**config.mk**
```make
export PLATFORM = sky130hd
export DESIGN_NAME = float_dot_product_checked
export DESIGN_NICKNAME = d
export VERILOG_FILES = /design/src/design/fdp_pkg.sv /design/src/design/float_dot_product_checked.sv
export SDC_FILE = /design/constraint.sdc
export NUM_CORES = 2
export LEC_CHECK = 0
export ABC_AREA = 1
export ABC_CLOCK_PERIOD_IN_PS = 43400
export BUFFER_PORTS_ARGS = -buffer_cell sky130_fd_sc_hd__clkbuf_2
export CAP_MARGIN = 20
export CELL_PAD_IN_SITES_DETAIL_PLACEMENT = 0
export CELL_PAD_IN_SITES_GLOBAL_PLACEMENT = 1
export CORE_MARGIN = 2
export CORE_UTILIZATION = 51
export CTS_CLUSTER_DIAMETER = 80
export CTS_CLUSTER_SIZE = 30
export DETAILED_ROUTE_END_ITERATION = 10
export GPL_ROUTABILITY_DRIVEN = 0
export PLACE_DENSITY_LB_ADDON = 0.1
export RECOVER_POWER = 50
export SYNTH_ARGS = -nofsm -noshare
export SYNTH_HDL_FRONTEND = slang
export SYNTH_SLANG_ARGS = --single-unit
export TNS_END_PERCENT = 100
```
**constraint.sdc**
```tcl
create_clock -name clk_i -period 43.4 [get_ports clk_i]
set_input_delay 4.34 -clock clk_i [delete_from_list [all_inputs] [get_ports clk_i]]
set_output_delay 4.34 -clock clk_i [all_outputs]
set_load 0.03 [all_outputs]
```
**src/design/fdp_pkg.sv**
```systemverilog
// Package with binary32 types and the rounding, multiply and add functions.
`timescale 1ns / 1ps
package fdp_pkg;

  localparam int unsigned WordW = 32;
  localparam int unsigned SigW  = 48;
  localparam int unsigned ExpW  = 12;

  typedef struct packed {
    logic [WordW-1:0] bits;
    logic             ovf;
  } fp_res_t;

  // Round a wide significand to binary32 with round-to-nearest-even.
  // Bit SigW-1 of sig weighs 2^(x-127).
  function automatic fp_res_t round_pack(input logic sgn, input logic signed [ExpW-1:0] x,
                                         input logic [SigW-1:0] sig);
    fp_res_t                res;
    logic [5:0]             lz;
    logic                   found;
    logic signed [ExpW-1:0] xn;
    logic [SigW-1:0]        sn;
    logic [SigW-1:0]        sh;
    logic [ExpW-1:0]        rs;
    logic                   stk;
    logic [23:0]            m24;
    logic                   grd;
    logic                   rup;
    logic [7:0]             expf;
    logic [30:0]            packed_v;
    lz    = '0;
    found = 1'b0;
    for (int i = SigW - 1; i >= 0; i--) begin
      if (!found && sig[i]) begin
        found = 1'b1;
        lz    = 6'(SigW - 1 - i);
      end
    end
    sn  = sig << lz;
    xn  = x - ExpW'(signed'({1'b0, lz}));
    sh  = sn;
    stk = 1'b0;
    if (xn < 1) begin
      rs = ExpW'(1 - xn);
      if (rs >= ExpW'(SigW)) begin
        sh  = '0;
        stk = |sn;
      end else begin
        sh  = sn >> rs;
        stk = |(sn & ((SigW'(1) << rs) - SigW'(1)));
      end
      xn = ExpW'(1);
    end
    m24      = sh[SigW-1 -: 24];
    grd      = sh[SigW-25];
    stk      = stk | (|sh[SigW-26:0]);
    rup      = grd & (stk | m24[0]);
    expf     = m24[23] ? xn[7:0] : 8'd0;
    packed_v = {expf, m24[22:0]} + 31'(rup);
    res.ovf  = (xn > 254) || (packed_v[30:23] == 8'hFF);
    res.bits = found ? {sgn, packed_v} : {sgn, 31'd0};
    return res;
  endfunction

  function automatic fp_res_t fp_mul(input logic [WordW-1:0] a, input logic [WordW-1:0] b);
    logic [23:0]            ma;
    logic [23:0]            mb;
    logic signed [ExpW-1:0] x;
    ma = {|a[30:23], a[22:0]};
    mb = {|b[30:23], b[22:0]};
    x  = ExpW'(signed'({1'b0, (a[30:23] == 8'd0) ? 8'd1 : a[30:23]}))
       + ExpW'(signed'({1'b0, (b[30:23] == 8'd0) ? 8'd1 : b[30:23]})) - ExpW'(126);
    return round_pack(a[31] ^ b[31], x, ma * mb);
  endfunction

  function automatic fp_res_t fp_add(input logic [WordW-1:0] a, input logic [WordW-1:0] b);
    logic [WordW-1:0]       p;
    logic [WordW-1:0]       q;
    logic [7:0]             ep;
    logic [7:0]             eq;
    logic [7:0]             d;
    logic [SigW-1:0]        sx;
    logic [SigW-1:0]        sy;
    logic [SigW-1:0]        sy_full;
    logic [SigW-1:0]        sum;
    logic                   sgn;
    logic signed [ExpW-1:0] x;
    if (a[30:0] >= b[30:0]) begin
      p = a;
      q = b;
    end else begin
      p = b;
      q = a;
    end
    ep      = (p[30:23] == 8'd0) ? 8'd1 : p[30:23];
    eq      = (q[30:23] == 8'd0) ? 8'd1 : q[30:23];
    d       = ep - eq;
    sx      = {1'b0, |p[30:23], p[22:0], 23'd0};
    sy_full = {1'b0, |q[30:23], q[22:0], 23'd0};
    if (d >= 8'(SigW)) begin
      sy = {{(SigW-1){1'b0}}, |sy_full};
    end else begin
      sy    = sy_full >> d;
      sy[0] = sy[0] | (|(sy_full & ((SigW'(1) << d) - SigW'(1))));
    end
    if (p[31] == q[31]) begin
      sum = sx + sy;
      sgn = p[31];
    end else begin
      sum = sx - sy;
      sgn = (sum == '0) ? 1'b0 : p[31];
    end
    x = ExpW'(signed'({1'b0, ep})) + ExpW'(1);
    return round_pack(sgn, x, sum);
  endfunction

endpackage

```
**src/design/float_dot_product_checked.sv**
```systemverilog
// Streaming binary32 dot product with NaN and infinity checking.
// The result of a last element pair passes the product register and then the result register.
// Throughput: one pair per cycle unless a result waits untaken; the sum feeds the adder.
// The multiplier is registered before the accumulating adder.
// Reset (rst_ni low, asynchronous) clears the pipeline, the running sum to +0 and the flags.
// Input ready falls only while a result waits at the output and is not taken.
`timescale 1ns / 1ps
module float_dot_product_checked import fdp_pkg::*; (
  input  logic             clk_i,
  input  logic             rst_ni,
  input  logic             in_valid_i,
  output logic             in_ready_o,
  input  logic [WordW-1:0] a_value_i,
  input  logic [WordW-1:0] b_value_i,
  input  logic             last_element_i,
  output logic             out_valid_o,
  input  logic             out_ready_i,
  output logic [WordW-1:0] dot_value_o,
  output logic             status_o
);

  // The whole pipeline advances together whenever the output register is free or taken.
  logic             adv;
  // Product stage.
  logic             p_valid_q;
  logic             p_last_q;
  logic             p_bad_q;
  logic             p_nf_q;
  logic [WordW-1:0] p_bits_q;
  // Accumulator state: a non-finite sum stays non-finite, so only a flag is kept.
  logic [WordW-1:0] sum_q, sum_d;
  logic             nf_q, nf_d;
  logic             bad_q, bad_d;
  logic             out_valid_q;
  logic [WordW-1:0] dot_q;
  logic             status_q;
  fp_res_t          mul_r;
  fp_res_t          add_r;

  assign adv        = !out_valid_q || out_ready_i;
  assign in_ready_o = adv;
  assign mul_r      = fp_mul(a_value_i, b_value_i);
  assign add_r      = fp_add(sum_q, p_bits_q);

  always_comb begin
    sum_d = add_r.bits;
    nf_d  = nf_q | p_nf_q | add_r.ovf;
    bad_d = bad_q | p_bad_q;
  end

  // Product register: an overflowing product is carried as a non-finite flag.
  always_ff @(posedge clk_i or negedge rst_ni) begin
    if (!rst_ni) begin
      p_valid_q <= 1'b0;
    end else if (adv) begin
      p_valid_q <= in_valid_i;
    end
  end

  always_ff @(posedge clk_i) begin
    if (adv) begin
      p_last_q <= last_element_i;
      p_bad_q  <= (a_value_i[30:23] == 8'hFF) || (b_value_i[30:23] == 8'hFF);
      p_nf_q   <= mul_r.ovf;
      p_bits_q <= mul_r.bits;
    end
  end

  // Accumulation and result register. A last pair clears the sum and both flags.
  always_ff @(posedge clk_i or negedge rst_ni) begin
    if (!rst_ni) begin
      sum_q       <= '0;
      nf_q        <= 1'b0;
      bad_q       <= 1'b0;
      out_valid_q <= 1'b0;
    end else if (adv) begin
      out_valid_q <= p_valid_q && p_last_q;
      if (p_valid_q) begin
        if (p_last_q) begin
          sum_q <= '0;
          nf_q  <= 1'b0;
          bad_q <= 1'b0;
        end else begin
          sum_q <= sum_d;
          nf_q  <= nf_d;
          bad_q <= bad_d;
        end
      end
    end
  end

  always_ff @(posedge clk_i) begin
    if (adv && p_valid_q && p_last_q) begin
      status_q <= nf_d | bad_d;
      dot_q    <= (nf_d | bad_d) ? '0 : sum_d;
    end
  end

  assign out_valid_o = out_valid_q;
  assign dot_value_o = dot_q;
  assign status_o    = status_q;

  a_fail_zero : assert property (@(posedge clk_i) disable iff (!rst_ni)
    out_valid_q && status_q |-> dot_q == '0)
    else $error("failed result carries a non-zero value");

  a_clear : assert property (@(posedge clk_i) disable iff (!rst_ni)
    adv && p_valid_q && p_last_q |=> sum_q == '0 && !nf_q && !bad_q)
    else $error("accumulator not cleared after a last pair");

  a_result_src : assert property (@(posedge clk_i) disable iff (!rst_ni)
    $rose(out_valid_q) |-> $past(p_valid_q && p_last_q))
    else $error("result raised without a last pair");

  a_hold : assert property (@(posedge clk_i) disable iff (!rst_ni)
    !adv |=> $stable(sum_q) && $stable(p_bits_q))
    else $error("pipeline moved while stalled");

endmodule

```
==> reports/metrics.csv <==
metric,value,unit
status,"complete, but fails checks",
violated checks,"max-capacitance violations, max-slew violations",
endpoints failing setup,0,
Die Span Y,324,um
synthesized area per cell,6.08,sq um
Max-Cap Viols,4,
post-layout min period,26.50,ns
Syn Std Cell Area,52200,sq um
Detailed Routing Iterations Pass 1,10,
Worst-Skew Late Latency,0.39,ns
CP Class,register to register,
clock sink count,104,
Min-Delay Path Class,register to register,
Least-Margin Pin Slew,2.69,ns
detailed placement HPWL,164000,um
Max Root-Sink Buffers,2,
Clock Skews,0.0185,ns
full die area,105000,sq um
Initial Utilization,51.4,%
register area share after synthesis,5.63,%
RSZ-0062 raised after global routing,false,
WL/cell,21.2,um
largest net degree at the start of global routing,62,
"EDFF count, synth",68,
final period utilization,61.1,%
Total Neg Setup Slack,0,ns
Cell variety after synth,83,
peak fanout along the critical path,58,
post-CTS sizing,0,
Worst EP required,43.53,ns
CP dominant cell by count,nand2_1,
Site Rows,117,
DRC errors left,0,
share of cells above drive strength 1,4.58,%
Max Freq,0.0377,GHz
Post-Synthesis Cells,8589,
initial antenna violation count,2,
vias,58100,
fill cell count,10800,
Synth Register Bits,104,
Mapped Nets,9452,
Async SR Flop Fraction,34.6,%
Core ar.,102000,sq um
Synth Flop Type,edfxtp_1,
Final Hold Viols,0,
CTS Buf Count,9,
Clock Pin Slew Worst Setup and Hold Paths,0.09,ns
gr usage total,38.8,%
# IOs,104,
H-Tree Depth,3,
fin. max-slew vios,141,
crit end category,register,
Die Width,324,um
via/cell ratio,5.97,
Worst slew margin,-79.9,%
CTS tree,built,
Syn-to-layout area delta,1.30,%
ANT cells,0,
"antenna viol nets, final",0,
crit path DAT,26.62,ns
CP max stage delay,0.79,ns
postcts setup bufs,0,
gr ovfl total,0,
Iter 0 DRT Violations,7658,
Final nets,9220,
Min Hold Slack,0.505,ns
first-pass GRT wire length,316000,um
Root Buffer,clkbuf_16,
warnings from Yosys,0,
CP max stage cell,nand2_4,
vias in the first global route,55000,
"Hold-fix buffers, CTS",0,
port bufs,103,
WL final,207000,um
CP Launch Type,register,
[layer usage]
layer  vias up  track usage, %  wire length, um
met2      3242            64.2            94400
met1     27200            48.7            79700
li1      27100               -                -
met5         -               0               13
met4         2            19.9            12400
met3       659            6.57            20300
[cell families after synthesis]
kind of cell	Yosys count	synth area share [%]
adders and majority gates	794	26.0
DFF	104	5.63
xor gates and xnor gates	186	3.15
and+or+nand+nor	5023	43.2
AOI/OAI and AO/OA	673	7.53
buffers and inverters	1809	14.5
[worst max-delay path: cells and delay by family (launching register included)]
kind / cells / cell delay (ns)
flip-flops: 1 / 0.44
AO/OA/AOI/OAI: 18 / 4.17
XOR/XNOR: 1 / 0.16
buffers and inverters: 24 / 4.79
adder cells (fa/ha/maj): 8 / 2.74
AND/OR/NAND/NOR: 82 / 13.76
[final timing paths]
check | start | to | slack, ns | depth (start not counted)
max | p_bits_q[8] | dot_value_o[0] | 16.90 | 133
max in group asynchronous | rst_ni | sum_q[31] | 37.58 | 1
min in group asynchronous | rst_ni | sum_q[15] | 4.58 | 1
max reg2reg | p_bits_q[8] | dot_value_o[0] | 16.90 | 133
min | nf_q | nf_q | 0.50 | 2
min reg2reg | nf_q | nf_q | 0.50 | 2
[stage by stage]
stage / cells / instance area (sq um) / util (%) / setup slack, ns
after floorplan: 8589 / 52200 / - / 22.05
after global placement: 9713 / 52700 / 51.8 / 17.98
after detailed placement: 9713 / 52700 / 51.8 / 17.74
after CTS: 9729 / 53000 / 52.1 / 17.77
after global routing: 9730 / 52900 / 52.0 / 15.08
final: 9730 / 52900 / 52.0 / 16.90
[synth_stat cells (52+ instances only)]
cell type,number,area (sq um)
a21oi_1,228,1140
buf_2,61,305
clkbuf_1,198,743
edfxtp_1,68,2040
fa_1,487,9750
ha_1,307,3840
inv_1,1368,5130
nand2_1,2365,8880
nand2_2,52,325
nand3_1,1510,7560
nand4_1,195,1220
nor2_1,569,2140
nor2_2,54,338
nor3_1,86,430
o21ai_0,206,1030
xor2_1,141,1230
[final cells by class]
class	count	area, sq um	area share (%)
sequential	104	2940	5.56
multi-input combinational	6676	41800	79.0
inverter	1411	5300	10.0
timing repair buffer	155	872	1.65
clock inverter	6	60.1	0.113
tap	1368	1710	3.23
clock buffer	10	229	0.433
[cell usage in the layout (no fill, tap or decap), types with 21 or more instances in the layout]
cell      count
nand2_1    2365
nand3_1    1510
inv_1      1368
nor2_1      563
fa_1        486
ha_1        307
a21oi_1     228
o21ai_0     206
nand4_1     195
xor2_1      139
nor3_1       85
edfxtp_1     68
clkbuf_2     66
nor2_2       58
nand2_2      52
buf_4        49
xnor2_1      43
nor4_1       41
o22ai_1      40
clkbuf_1     40
dfrtp_1      36
inv_2        33
o21ai_1      31
nor2_4       22
o211ai_1     21
Power is not shown: default switching activity piles up to over one toggle a cycle in this logic, so the estimate is an artifact.
